==> src/rtl/mktc_pkg.sv <==
package mktc_pkg;

    // Default build parameters
    localparam int MAX_ORDER_DEF   = 6;
    localparam int COUNT_WIDTH_DEF = 32;

    // Configuration register
    localparam int CFG_W = 3;
    localparam logic [CFG_W-1:0] ORDER_RESET = 3'd3;

    // Input word fields
    localparam int READ_IDX_W = 12;
    localparam int OUT_W      = 32;

    // Op codes
    localparam logic OP_BASE = 1'b0;
    localparam logic OP_READ = 1'b1;

    // Queue depths
    localparam int CMDQ_DEPTH = 4;
    localparam int RESQ_DEPTH = 2;

    typedef struct packed {
        logic                  op;
        logic                  base_valid;
        logic [1:0]            base;
        logic                  last_in_sequence;
        logic [READ_IDX_W-1:0] read_index;
    } t_in_word;

    typedef struct packed {
        logic [OUT_W-1:0] context_count;
        logic [OUT_W-1:0] next_count_0;
        logic [OUT_W-1:0] next_count_1;
        logic [OUT_W-1:0] next_count_2;
        logic [OUT_W-1:0] next_count_3;
        logic [OUT_W-1:0] row_total;
        logic [OUT_W-1:0] grand_total;
    } t_out_word;

    localparam int OUT_WORD_W = $bits(t_out_word);

    // Width of a front-to-back command: read flag, k-mer update, transition update
    function automatic int cmd_width(input int max_order);
        return 4 * max_order + 5;
    endfunction

endpackage

==> src/rtl/mktc_front.sv <==
module mktc_front
    import mktc_pkg::*;
#(
    parameter int MAX_ORDER = MAX_ORDER_DEF
) (
    input  logic                            i_clk,
    input  logic                            i_rst_n,
    input  logic                            i_cfg_we,
    input  logic [CFG_W-1:0]                i_cfg_data,
    input  logic                            i_push,
    input  t_in_word                        i_in_word,
    output logic                            o_full,
    input  logic                            i_busy,
    output logic                            o_cmd_push,
    output logic [cmd_width(MAX_ORDER)-1:0] o_cmd,
    input  logic                            i_cmd_full
);

    localparam int IDX_W = 2 * MAX_ORDER;
    localparam int ORD_W = $clog2(MAX_ORDER + 1);

    typedef struct packed {
        logic             is_read;
        logic             kmer_vld;
        logic [IDX_W-1:0] kmer_addr;
        logic             trans_vld;
        logic [IDX_W-1:0] trans_addr;
        logic [1:0]       trans_base;
    } t_cmd;

    logic [CFG_W-1:0] r_order;
    logic [IDX_W-1:0] r_ctx;
    logic [ORD_W-1:0] r_run;
    logic             r_first;
    logic             r_defer;
    logic             r_extra_vld;
    t_cmd             r_extra;

    logic [IDX_W-1:0] n_ctx;
    logic [ORD_W-1:0] n_run;
    logic             n_first;
    logic             n_defer;

    logic [ORD_W-1:0] eff_order;
    logic [IDX_W-1:0] cmask;
    logic [IDX_W-1:0] ctx;
    logic [IDX_W-1:0] shifted;
    logic [ORD_W-1:0] run_inc;
    logic             accept;
    logic             is_read;
    t_cmd             cmd_a;
    t_cmd             cmd_b;
    t_cmd             cmd_rd;
    t_cmd             first_cmd;
    logic             have_a;
    logic             have_b;
    logic             push_now;

    assign is_read = (i_in_word.op == OP_READ);
    assign o_full  = i_busy || r_extra_vld || i_cmd_full;
    assign accept  = i_push && !o_full;

    // Effective order: zero acts as one, large values clamp
    always_comb begin
        if (r_order == '0) begin
            eff_order = ORD_W'(1);
        end else if (int'(r_order) > MAX_ORDER) begin
            eff_order = ORD_W'(MAX_ORDER);
        end else begin
            eff_order = ORD_W'(r_order);
        end
    end

    // Context mask, two bits per base
    always_comb begin
        cmask = '0;
        for (int i = 0; i < MAX_ORDER; i++) begin
            cmask[2*i +: 2] = (i < int'(eff_order)) ? 2'b11 : 2'b00;
        end
    end

    assign ctx     = r_ctx & cmask;
    assign shifted = ((ctx << 2) | IDX_W'(i_in_word.base)) & cmask;
    assign run_inc = r_run + ORD_W'(1);

    // Classify a base word into state update and back-end commands
    always_comb begin
        n_ctx   = ctx;
        n_run   = r_run;
        n_first = r_first;
        n_defer = 1'b0;

        // pending count of a refilled context
        cmd_a            = '0;
        cmd_a.kmer_vld   = r_defer;
        cmd_a.kmer_addr  = ctx;

        cmd_b            = '0;

        if (!i_in_word.base_valid) begin
            n_run = '0;
        end else if (r_run < eff_order) begin
            n_ctx = shifted;
            n_run = run_inc;
            if (run_inc == eff_order) begin
                if (!r_first) begin
                    cmd_b.kmer_vld  = 1'b1;
                    cmd_b.kmer_addr = shifted;
                    n_first         = 1'b1;
                end else if (!i_in_word.last_in_sequence) begin
                    n_defer = 1'b1;
                end
            end
        end else begin
            cmd_b.kmer_vld   = 1'b1;
            cmd_b.kmer_addr  = shifted;
            cmd_b.trans_vld  = 1'b1;
            cmd_b.trans_addr = ctx;
            cmd_b.trans_base = i_in_word.base;
            n_ctx            = shifted;
        end

        if (i_in_word.last_in_sequence) begin
            n_ctx   = '0;
            n_run   = '0;
            n_first = 1'b0;
            n_defer = 1'b0;
        end
    end

    // Read command
    always_comb begin
        cmd_rd            = '0;
        cmd_rd.is_read    = 1'b1;
        cmd_rd.kmer_addr  = IDX_W'(i_in_word.read_index);
        cmd_rd.trans_addr = IDX_W'(i_in_word.read_index);
    end

    assign have_a    = r_defer;
    assign have_b    = cmd_b.kmer_vld || cmd_b.trans_vld;
    assign first_cmd = is_read ? cmd_rd : (have_a ? cmd_a : cmd_b);
    assign push_now  = accept && (is_read || have_a || have_b);

    assign o_cmd_push = push_now || (r_extra_vld && !i_cmd_full);
    assign o_cmd      = r_extra_vld ? r_extra : first_cmd;

    // Configuration register
    always_ff @(posedge i_clk) begin
        if (!i_rst_n) begin
            r_order <= ORDER_RESET;
        end else if (i_cfg_we) begin
            r_order <= i_cfg_data;
        end
    end

    // Sequence state
    always_ff @(posedge i_clk) begin
        if (!i_rst_n) begin
            r_ctx   <= '0;
            r_run   <= '0;
            r_first <= 1'b0;
            r_defer <= 1'b0;
        end else if (accept && !is_read) begin
            r_ctx   <= n_ctx;
            r_run   <= n_run;
            r_first <= n_first;
            r_defer <= n_defer;
        end
    end

    // Second command of a word that needs two
    always_ff @(posedge i_clk) begin
        if (!i_rst_n) begin
            r_extra_vld <= 1'b0;
        end else if (accept && !is_read && have_a && have_b) begin
            r_extra_vld <= 1'b1;
        end else if (r_extra_vld && !i_cmd_full) begin
            r_extra_vld <= 1'b0;
        end
    end

    always_ff @(posedge i_clk) begin
        if (accept) begin
            r_extra <= cmd_b;
        end
    end

    a_defer_needs_first: assert property (@(posedge i_clk) disable iff (!i_rst_n)
        r_defer |-> r_first)
        else $error("deferred count pending without a first context");

    a_push_from_word: assert property (@(posedge i_clk) disable iff (!i_rst_n)
        (o_cmd_push && !r_extra_vld) |-> accept)
        else $error("command pushed without an accepted word");

endmodule

==> config.mk <==
export PLATFORM = sky130hd
export DESIGN_NAME = mktc_front
export DESIGN_NICKNAME = d
export VERILOG_FILES = /design/src/rtl/mktc_pkg.sv /design/src/rtl/mktc_front.sv
export SDC_FILE = /design/constraint.sdc
export NUM_CORES = 1
export LEC_CHECK = 0
export ABC_CLOCK_PERIOD_IN_PS = 3500
export BUFFER_PORTS_ARGS = -buffer_cell sky130_fd_sc_hd__buf_2
export CORE_ASPECT_RATIO = 1.1
export CORE_MARGIN = 2
export CORE_UTILIZATION = 50
export DETAILED_ROUTE_END_ITERATION = 6
export GPL_ROUTABILITY_DRIVEN = 0
export PLACE_DENSITY_LB_ADDON = 0.15
export SLEW_MARGIN = 20
export SYNTH_ARGS = -nofsm -noshare
export SYNTH_HDL_FRONTEND = slang
export SYNTH_SLANG_ARGS = --single-unit
==> constraint.sdc <==
create_clock -name i_clk -period 3.5 [get_ports i_clk]
set_input_delay 0.7 -clock i_clk [delete_from_list [all_inputs] [get_ports i_clk]]
set_output_delay 0.7 -clock i_clk [all_outputs]
set_load 0.01 [all_outputs]
==> results of run 1 <==
state kept, by name, summed over array words and instances (netlist names):
name / count
have_a: 1
r_run: 3
r_ctx: 12
r_extra_vld: 1
r_order: 3
r_first: 1
r_extra: 28
timing repair:
| item | in CTS | in global routing |
|---|---|---|
| endpoints found under the hold margin | 0 | 0 |
| setup endpoints to repair | 0 | 5 |
| buffers inserted | 0 | 0 |
| gates resized for setup | 0 | 5 |
kinds of logic (layout without fill, tap and decap cells):
group                      after synthesis  after routing
muxes                                    9              9
DFF                                     49             49
xor gates and xnor gates                 2              2
AOI/OAI and AO/OA                      100            100
buffers and inverters                   37             88
adders and majority gates                4              4
and+or+nand+nor                        124            124
path summary, 6_finish.rpt:
path	end	cells after the start	slack, ns	start
worst max-delay path	o_cmd[10]	10	0.15	r_order[2]
worst min-delay path	r_ctx[11]	2	0.50	r_ctx[11]
worst max register to register	r_extra[12]	9	1.21	r_order[2]
worst min register to register	r_ctx[11]	2	0.50	r_ctx[11]
metal layers:
| layer | up-vias | routed length, microns | global-route usage |
|---|---|---|---|
| li1 | 1300 | - | - |
| met1 | 1253 | 3485 | 0.3271 |
| met2 | 103 | 3563 | 0.3866 |
| met3 | 17 | 451 | 0.04516 |
| met4 | 0 | 228 | 0.1071 |
| met5 | - | 0 | 0 |
synthesized netlist by cell type (5+ instances only):
cell / count
mux2_2: 5
a22oi_1: 5
edfxtp_1: 28
o21ai_0: 15
clkbuf_1: 11
and3_1: 14
o21ai_1: 6
dfxtp_1: 21
and2_1: 12
a21boi_1: 5
a221oi_1: 6
nor2_1: 29
inv_1: 12
o31ai_1: 5
a2bb2oi_1: 5
nand3_1: 12
a21oi_1: 23
nand2_1: 26
a32oi_1: 5
buf_2: 7
nor2b_1: 13
stage by stage:
step	setup slack [ns]	setup TNS [ns]	hold slack, ns	cell area [sq um]
final	0.1509	0	0.4964	3437
after global routing	-0.004987	-0.004987	0.5400	3437
after CTS	0.1172	0	0.5004	3413
after detailed placement	0.4681	0	0.4844	3302
after global placement	0.5004	0	0.4863	3302
after floorplan	0.4388	0	0.4581	2953
cells in the final DEF, fill, tap and decap left out, types with 3 or more instances in the layout:
master	count
buf_2	56
nor2_1	29
edfxtp_1	28
nand2_1	26
a21oi_1	23
dfxtp_1	21
o21ai_0	15
and3_1	14
nor2b_1	13
inv_1	12
and2_1	12
nand3_1	12
buf_4	9
o21ai_1	6
a221oi_1	6
mux2_2	5
a32oi_1	5
a22oi_1	5
a2bb2oi_1	5
a21boi_1	5
clkbuf_8	5
a31oi_1	4
mux2i_1	4
o21a_1	4
nand4_1	4
o32ai_1	3
o211ai_1	3
a221o_1	3
o31ai_1	3
ha_1	3
cell type report:
class / count / area [sq um] / share of cell area
clock buffer: 6 / 72.57 / 0.02111
clock inverter: 2 / 38.79 / 0.01129
inverter: 14 / 52.55 / 0.01529
multi-input combinational: 239 / 1556 / 0.4529
sequential: 49 / 1261 / 0.3669
tap: 77 / 96.34 / 0.02803
timing repair buffer: 66 / 359.1 / 0.1045
report_power, final:
part / internal (uW) / total [uW] / switching (uW)
combinational: 61.4 / 155 / 93.6
sequential: 616 / 621 / 4.80
clock: 215 / 409 / 194
total: 892 / 1180 / 293
critical path: stages (launching register included):
cell,delay (ns)
dfxtp_1,0.34
inv_1,0.08
maj3_1,0.35
ha_1,0.19
nor2b_1,0.14
o211a_1,0.27
or2_4,0.29
buf_4,0.18
o31ai_2,0.23
o21a_1,0.15
buf_2,0.13
==> key figures, run 1 <==
Status
  • Status: finished, final reports clean

Layout
  • Filler cells: 551
  • Finished Core Util: 0.5995
  • Area grow syn2layout: 16.40%
  • Share of cells above drive strength 1: 0.2527
  • Finished Layout Cells: 453
  • Fin nets: 404
  • # diodes: 0

Clock tree
  • Max Root-Sink Buffers: 2
  • CTS Sinks: 49
  • CTS tree: yes
  • CTS buffer count: 5
  • Root Driver: clkbuf_8
  • Clk_lat worst skew: 0.31 ns
  • Hold_buf cts: 0
  • H-Tree Level Count: 2
  • CTS clock-pin slew for the worst setup and hold paths: 0.09 ns

Synth
  • Count of state elements after synthesis: 49
  • Cells after Synth: 325
  • Sequential area share after synthesis: 0.4271
  • Post-Synthesis Net Count: 354
  • Synth top area share: 0.2847
  • Unique masters post-synth: 53
  • Syn Std Cell Area: 2953 sq um
  • Synth area leader: edfxtp_1
  • Xor and xnor area share after synthesis: 0.01059
  • Post-synth top flop: edfxtp_1
  • Yosys warnings: 0
  • Post-synth ARST share: 0
  • Mapped Avg Cell Area: 9.086 sq um
  • Largest family of logic cells by synthesized area: compound AO/OA/AOI/OAI gates
  • Multiplexer area fraction after synthesis: 0.03263
  • Ranking of synthesized cells by area: edfxtp_1 28%, dfxtp_1 14%, a21oi_1 3.9%
  • Post-Synth Adder-Cell Area: 0.01610
  • Post-synth EDFFs: 28
  • Simple-Gate Fraction of Synth Area: 0.2233
  • Post-synthesis compound-gate area fraction: 0.2377

Power
  • Leak: 0.001383 uW
  • Pwr Total: 1185 uW
  • Worst VDD drop: 250.6 uV
  • Power Dens Cells: 344.8 nW/um^2

STA
  • Skew final: 0.007890 ns
  • Final Setup Violations: 0
  • Final hold viol count: 0
  • RSZ-0062 raised after global routing: yes
  • Max Slew Vio Count: 0
  • Fin crit share: 0.9569
  • Fin crit period: 3.349 ns
  • Normalized max-slew margin: 0.4619
  • Worst slew pin tran: 0.8062 ns
  • Max Fclk: 298.6 MHz

GRT
  • First-pass GRT wire length: 12700 microns
  • Largest net degree at the start of global routing: 32
  • Tot GR Track Use: 0.2440
  • GR Overflow Total: 0
  • Vias in the first global route: 2553
  • Initial antenna violation count: 0

Route
  • Remaining antenna violation count after routing: 0
  • Drt first pass iters: 4
  • Number of DRC markers in iteration 0: 197
  • Total wire length: 7729 microns
  • Routed len/inst: 17.06 microns
  • Vias: 2673
  • Vias per std cell: 5.901
  • DRC viols: 0

Critical path
  • Critical Path RT: 2.80 ns
  • Crit Path Class: reg2out
  • CP max FO: 8
  • CP arrival: 2.65 ns
  • Critical path launch point type: register
  • Worst Setup End Kind: output port

Die
  • CORE AREA: 5733 sq um
  • Starting Density: 0.5151
  • Height of the die: 84.60 microns
  • I/O pin count: 57
  • FP Rows: 29
  • Full die area: 6537 sq um
  • Die W: 77.27 microns

Placement
  • Post-DP HPWL: 5636 microns
  • Cell total after placement: 445
  • Number of port buffers: 56

Hold path
  • Hold Crit Class: reg2reg

Job
  • Max cap viols: 0
Note: power is estimated with default switching activity, not from simulation.
==> inputs of run 2 (changes only) <==
Settings changed: ABC_AREA set to 1, REMOVE_ABC_BUFFERS set to 1.
==> run 2 against run 1 <==
  * Sequential power is 0.6% higher
  * Sequential share of layout area increased by 2.1 points
  * Total power down 6.6%
  * Via count down 1.0%
  * Flip-flop and latch count did not move
  * Global-route usage down 1.8 points
  * Cell count is 12% higher
  * First-iteration DRC count up 3.0%
  * Wire length is 11% lower
  * Synthesized cell count up 17%
  * Die area fell by 3.6%
==> key figures, run 2 <==
STA
  • Max Slew Vio Count: 0 (unchanged)
  • Skew final: 0.003012 ns (-0.004878 ns)
  • Worst slew pin tran: 0.6835 ns (-0.1227 ns)
  • Final Setup Violations: 0 (unchanged)
  • Max Fclk: 310.9 MHz (+4.1%)
  • Final hold viol count: 0 (unchanged)
  • Post-route setup slack: 0.2830 ns (+0.1321 ns)
  • RSZ-0062 raised after global routing: no
  • Normalized max-slew margin: 0.5437 (+0.08175)
  • Fin crit share: 0.9191 (-0.03774)
  • Fin crit period: 3.217 ns (-0.1321 ns)
  • Setup TNS: 0 ns (unchanged)

Critical path
  • CP arrival: 2.52 ns (-0.13 ns)
  • Critical path launch point type: register
  • Crit Path Class: reg2out
  • Worst Setup End Kind: output port
  • Internal reg-to-reg setup slack: 1.40 ns (+0.19 ns)
  • Crit-path cells: nor2_1 > o21bai_1 > ha_1 > a21oi_1 > nand2_1 > nand2_2 > nand2_4 > nand2_4 > inv_1 > nor2_1 > o21ai_0 > nand2_1 > buf_2
  • Worst path max stage delay: 0.38 ns (+0.03 ns)
  • Critical path's slowest cell: dfxtp_2
  • R2R Path Start: r_order[2]
  • CP max FO: 25 (+17)
  • CP top delay family: simple AND/OR/NAND/NOR gates
  • Critical Path RT: 2.80 ns (about the same)
  • Reg2reg end: r_extra[16]
  • Worst path bufs/invs: 2 (-1)
  • Worst reg-to-reg path cell count: 10 (+1)

GRT
  • GR Overflow Total: 0 (unchanged)
  • First-pass GRT wire length: 11160 microns (-12%)
  • Tot GR Track Use: 0.2262 (-0.01780)
  • Largest net degree at the start of global routing: 30 (-6.3%)
  • Initial antenna violation count: 0 (unchanged)
  • Vias in the first global route: 2373 (-7.1%)

Clock tree
  • Setup bufs post-CTS: 0 (unchanged)
  • CTS buffer count: 5 (unchanged)
  • CTS Sinks: 49 (unchanged)
  • H-Tree Level Count: 2 (unchanged)
  • Hold_buf cts: 0 (unchanged)
  • Post-CTS sizing: 0 (unchanged)
  • Root Driver: clkbuf_8
  • CTS tree: yes
  • CTS clock-pin slew for the worst setup and hold paths: 0.09 ns (about the same)
  • Clk_lat worst skew: 0.30 ns (about the same)
  • Max Root-Sink Buffers: 2 (unchanged)

Layout
  • Most common cell after layout, fill and taps aside: nand2_1
  • Finished Core Util: 0.5993 (about the same)
  • Most frequent cells in the layout: 81 x nand2_1, 61 x nor2_1, 56 x buf_2, 46 x inv_1, 45 x a21oi_1
  • Share of cells above drive strength 1: 0.2143 (-0.03837)
  • # diodes: 0 (unchanged)
  • Biggest register: r_extra
  • Biggest regs: r_extra: 28 flops, r_ctx: 12 flops
  • Fin nets: 462 (+14%)
  • Area grow syn2layout: 14.48%
  • Max reg flops: 28 (unchanged)

Synth
  • Post-synth EDFFs: 28 (unchanged)
  • Multiplexer area fraction after synthesis: 0 (-0.03263)
  • Sequential area share after synthesis: 0.4437 (+0.01654)
  • Post-synthesis compound-gate area fraction: 0.2003 (-0.03745)
  • Post-synth top flop: edfxtp_1
  • Mapped Avg Cell Area: 7.481 sq um (-18%)
  • Xor and xnor area share after synthesis: 0 (-0.01059)
  • Syn Std Cell Area: 2843 sq um (-3.7%)
  • Unique masters post-synth: 32 (-40%)
  • Cells after Synth: 380 (+17%)
  • Synth top area share: 0.2958 (+0.01103)
  • Top post-synthesis cells by count: 81 x nand2_1, 61 x nor2_1, 46 x inv_1
  • Post-Synth Adder-Cell Area: 0.01320 (-0.002897)
  • Yosys warnings: 0 (unchanged)
  • Count of state elements after synthesis: 49 (unchanged)
  • Simple-Gate Fraction of Synth Area: 0.2460 (+0.02273)
  • Largest family of logic cells by synthesized area: simple AND/OR/NAND/NOR gates
  • Synth area leader: edfxtp_1
  • Count leader, synth: nand2_1
  • Post-synth ARST share: 0 (unchanged)
  • Ranking of synthesized cells by area: edfxtp_1 30%, dfxtp_1 15%, nand2_1 11%

Placement
  • Number of port buffers: 56 (unchanged)
  • Post-DP HPWL: 4861 microns (-14%)
  • DP Worst Slack: 0.4987 ns (+0.03060 ns)

Die
  • CORE AREA: 5430 sq um (-5.3%)
  • Starting Density: 0.5235 (+0.008443)
  • FP Rows: 28 (-3.4%)
  • Die W: 75.89 microns (-1.8%)
  • Height of the die: 83.08 microns (-1.8%)
  • Full die area: 6305 sq um (-3.6%)
  • I/O pin count: 57 (unchanged)

Route
  • Drt first pass iters: 4 (unchanged)
  • DRC viols: 0 (unchanged)
  • DR top layer: met4
  • Number of DRC markers in iteration 0: 203 (+3.0%)
  • Remaining antenna violation count after routing: 0 (unchanged)
  • Routed len/inst: 13.47 microns (-21%)
  • Total wire length: 6858 microns (-11%)
  • M1 WL: 3238 microns (-7.1%)
  • Vias per std cell: 5.198 (-12%)
  • DR WL met3: 385 microns (-15%)
  • Met2 routed WL: 3124 microns (-12%)
  • Vias: 2646 (-1.0%)

Power
  • Leak: 0.001516 uW (+9.6%)
  • Pwr Total: 1106 uW (-6.6%)
  • Power Dens Cells: 339.9 nW/um^2 (-1.4%)
  • Worst VDD drop: 203.9 uV (-19%)

Hold path
  • Hold worst-path end: r_ctx[10]
  • Hold Crit Class: reg2reg
  • Hold path cells: 2 (unchanged)
  • Hold Path Origin: r_ctx[10]

Status
  • Status: finished, final reports clean

Job
  • Max cap viols: 0 (unchanged)
[run 2: layout make-up]
cell class	instances	area, sq um
clock buffer	6	72.57
clock inverter	2	10.01
fill	526	2176
inverter	51	191.4
multi-input combinational	265	1306
sequential	49	1262
tap	75	93.84
timing repair buffer	61	317.8
[run 2: how the worst max path moves through the flow]
stage / startpoint / endpoint / cells after the start
2_1_floorplan: r_order[2] / o_cmd[17] / 12
3_3_place_gp: r_order[2] / o_cmd[21] / 13
6_report: r_order[2] / o_cmd[16] / 13
3_5_place_dp: r_order[2] / o_cmd[16] / 13
5_1_grt: r_order[1] / o_cmd[16] / 14
4_1_cts: r_order[2] / o_cmd[16] / 13
[run 2: per-stage QoR]
stage	cells	hold slack [ns]	cell area [sq um]
after floorplan	365	0.4439	2759
after global placement	501	0.4585	3171
after detailed placement	501	0.4582	3171
after CTS	509	0.4719	3253
after global routing	509	0.4850	3254
final	509	0.4685	3254
[run 2: tightest hold or removal path: cells and delay by family (launching register included)]
kind | cells | cell delay (ns)
DFF | 1 | 0.32
and+or+nand+nor | 1 | 0.06
AOI/OAI and AO/OA | 1 | 0.05
[run 2: logic make-up after synthesis]
logic type      after synthesis
fa+ha+maj                     3
buf+inv                      66
compound gates               95
flops                        49
simple gates                167
[run 2: power by group]
part | total, uW | switching, uW | leakage, uW | internal [uW]
registers | 625 | 6.89 | 0.000444 | 618
clock network | 325 | 186 | 0.0000450 | 139
logic | 156 | 100 | 0.00103 | 55.4
[run 2: metal layers]
layer | track usage | up-vias
li1 | - | 1366
met1 | 0.3281 | 1187
met2 | 0.3378 | 84
met3 | 0.03762 | 9
met4 | 0.07815 | 0
met5 | 0 | -
==> inputs of run 3 (changes only) <==
Settings changed: ABC_CLOCK_PERIOD_IN_PS 3500 to 4000, CELL_PAD_IN_SITES_DETAIL_PLACEMENT set to 1, CELL_PAD_IN_SITES_GLOBAL_PLACEMENT set to 1, CORE_UTILIZATION 50 to 43.
Clock period 3.5 ns to 4 ns, I/O delays scaled along.
==> run 3 against run 2 <==
  * Combinational power shrank 12%
  * First-iteration DRC count fell by 17%
  * Via count up 4.5%
  * Highest routed layer unchanged
==> key figures, run 3 (synthesis results as in run 2) <==
Status
  • Status: finished, final reports clean

Critical path
  • Critical Path RT: 3.20 ns (+0.40 ns)
  • Critical path launch point type: register
  • R2R Path Start: r_extra_vld
  • Crit Path Class: reg2out
  • CP max FO: 25 (unchanged)
  • Reg2reg end: r_ctx[5]
  • Worst reg-to-reg path cell count: 8 (-2)
  • Worst Setup End Kind: output port
  • Internal reg-to-reg setup slack: 1.59 ns (+0.19 ns)
  • CP arrival: 2.69 ns (+0.17 ns)

STA
  • Setup TNS: 0 ns (unchanged)
  • Final hold viol count: 0 (unchanged)
  • RSZ-0062 raised after global routing: no
  • Worst slew pin tran: 0.8120 ns (+0.1285 ns)
  • Max Slew Vio Count: 0 (unchanged)
  • Final Setup Violations: 0 (unchanged)
  • Post-route setup slack: 0.5073 ns (+0.2243 ns)
  • Skew final: 0.01034 ns (+0.007332 ns)
  • Max Fclk: 286.3 MHz
  • Normalized max-slew margin: 0.4579 (-0.08579)
  • Fin crit share: 0.8732
  • Fin crit period: 3.493 ns

Route
  • Number of DRC markers in iteration 0: 168 (-17%)
  • Total wire length: 7987 microns (+16%)
  • DRC viols: 0 (unchanged)
  • Vias per std cell: 5.392 (+3.7%)
  • Remaining antenna violation count after routing: 0 (unchanged)
  • Routed len/inst: 15.57 microns (+16%)
  • Vias: 2766 (+4.5%)
  • Drt first pass iters: 4 (unchanged)

Clock tree
  • CTS buffer count: 5 (unchanged)
  • Setup bufs post-CTS: 0 (unchanged)
  • Max Root-Sink Buffers: 2 (unchanged)
  • H-Tree Level Count: 2 (unchanged)
  • CTS clock-pin slew for the worst setup and hold paths: 0.09 ns (about the same)
  • Clk_lat worst skew: 0.30 ns (about the same)
  • CTS tree: yes
  • Root Driver: clkbuf_8
  • Hold_buf cts: 0 (unchanged)
  • Post-CTS sizing: 0 (unchanged)
  • CTS Sinks: 49 (unchanged)

Layout
  • Max reg flops: 28 (unchanged)
  • Biggest regs: r_extra: 28 flops, r_ctx: 12 flops
  • Multi-input combinational cell area: 1306 sq um (unchanged)
  • Area grow syn2layout: 14.61%
  • Biggest register: r_extra
  • Finished Core Util: 0.5030 (-0.09631)
  • Filler cells: 871 (+66%)
  • Most common cell after layout, fill and taps aside: nand2_1
  • Fin nets: 459 (-0.65%)
  • Most frequent cells in the layout: 81 x nand2_1, 61 x nor2_1, 56 x buf_2, 46 x inv_1, 45 x a21oi_1
  • Share of cells above drive strength 1: 0.2088 (-0.005469)
  • Register Area: 1261 sq um (about the same)
  • # diodes: 0 (unchanged)

Power
  • Worst VDD drop: 134.9 uV (-34%)
  • Power Dens Cells: 309.1 nW/um^2 (-9.1%)
  • Clock share of power: 0.319 (+0.025)
  • Gate power share: 0.137 (-0.004)
  • P_int: 745.0 uW (-8.3%)
  • Pwr Total: 1007 uW (-9.0%)
  • Switching Share: 0.2603 (-0.004917)
  • Sequential Power Share: 0.544 (-0.021)
  • Switching pwr: 262.1 uW (-11%)
  • Leak: 0.001510 uW (-0.40%)

Die
  • Full die area: 7278 sq um (+15%)
  • Starting Density: 0.4389 (-0.08464)
  • Die W: 81.53 microns (+7.4%)
  • CORE AREA: 6477 sq um (+19%)
  • Height of the die: 89.28 microns (+7.5%)
  • I/O pin count: 57 (unchanged)
  • FP Rows: 31 (+11%)

Hold path
  • Hold worst-path end: r_ctx[9]
  • Hold path cells: 2 (unchanged)
  • Hold Path Origin: r_ctx[9]
  • Hold Crit Class: reg2reg

Job
  • Max cap viols: 0 (unchanged)

GRT
  • GR Overflow Total: 0 (unchanged)
  • Largest net degree at the start of global routing: 31 (+3.3%)
  • First-pass GRT wire length: 13340 microns (+20%)
  • Vias in the first global route: 2712 (+14%)
  • Tot GR Track Use: 0.2409 (+0.01478)
  • Initial antenna violation count: 0 (unchanged)

Placement
  • Post-DP HPWL: 5833 microns (+20%)
  • Number of port buffers: 56 (unchanged)
  • DP Worst Slack: 0.7899 ns (+0.2912 ns)
## run 3: critical path, stage by stage (launching register included)
cell      delay [ns]
dfxtp_1         0.52
nor2_1          0.17
o21bai_1        0.19
ha_1            0.19
a21oi_1         0.16
nand2_1         0.08
nand2_2         0.10
nand2_4         0.19
nand2_4         0.25
nand2_1         0.10
nand2_1         0.07
nand2_1         0.06
a21oi_1         0.14
buf_2           0.15
## run 3: per-layer routing
metal / routed length (microns) / part of all wire / GRT usage / up-vias
met3: 347 / 0.043 / 0.03333 / 7
met5: 0 / 0 / 0 / -
met4: 77 / 0.0096 / 0.07088 / 0
met1: 3549 / 0.44 / 0.3242 / 1342
met2: 4013 / 0.50 / 0.4039 / 61
li1: - / - / - / 1356
## run 3: how the worst max path moves through the flow
stage	cells past startpoint	slack, ns	start	endpoint
after floorplan	12	1.29	r_order[2]	o_cmd[17]
after global placement	5	0.84	i_in_word[16]	o_cmd[3]
after detailed placement	5	0.79	i_in_word[16]	o_cmd[3]
after CTS	13	0.49	r_order[2]	o_cmd[15]
after global routing	14	0.21	r_order[2]	o_cmd[17]
final	13	0.51	r_order[2]	o_cmd[21]
## run 3: power by group through the flow
stage	Sequential, uW	Clock (uW)	Combinational [uW]
floorplan	557	0	82.5
global placement	559	0	135
detailed placement	559	0	138
CTS	548	332	139
global route	549	352	156
finish	548	322	138
## run 3: area by class of cell
cell class / count / area share
flip-flops and latches: 49 / 0.3871
clock buffers: 7 / 0.02957
inverters: 51 / 0.05876
well taps: 82 / 0.03149
multi-input cells: 265 / 0.4009
repair buffers: 58 / 0.09063
clock inverters: 1 / 0.001536
## run 3: stage by stage
stage / std cells / cell area [sq um] / hold WS, ns
6_report: 513 / 3258 / 0.4699
5_1_grt: 513 / 3258 / 0.5050
4_1_cts: 513 / 3258 / 0.4733
3_5_place_dp: 505 / 3157 / 0.4592
3_3_place_gp: 505 / 3157 / 0.4547
2_1_floorplan: 365 / 2759 / 0.4439
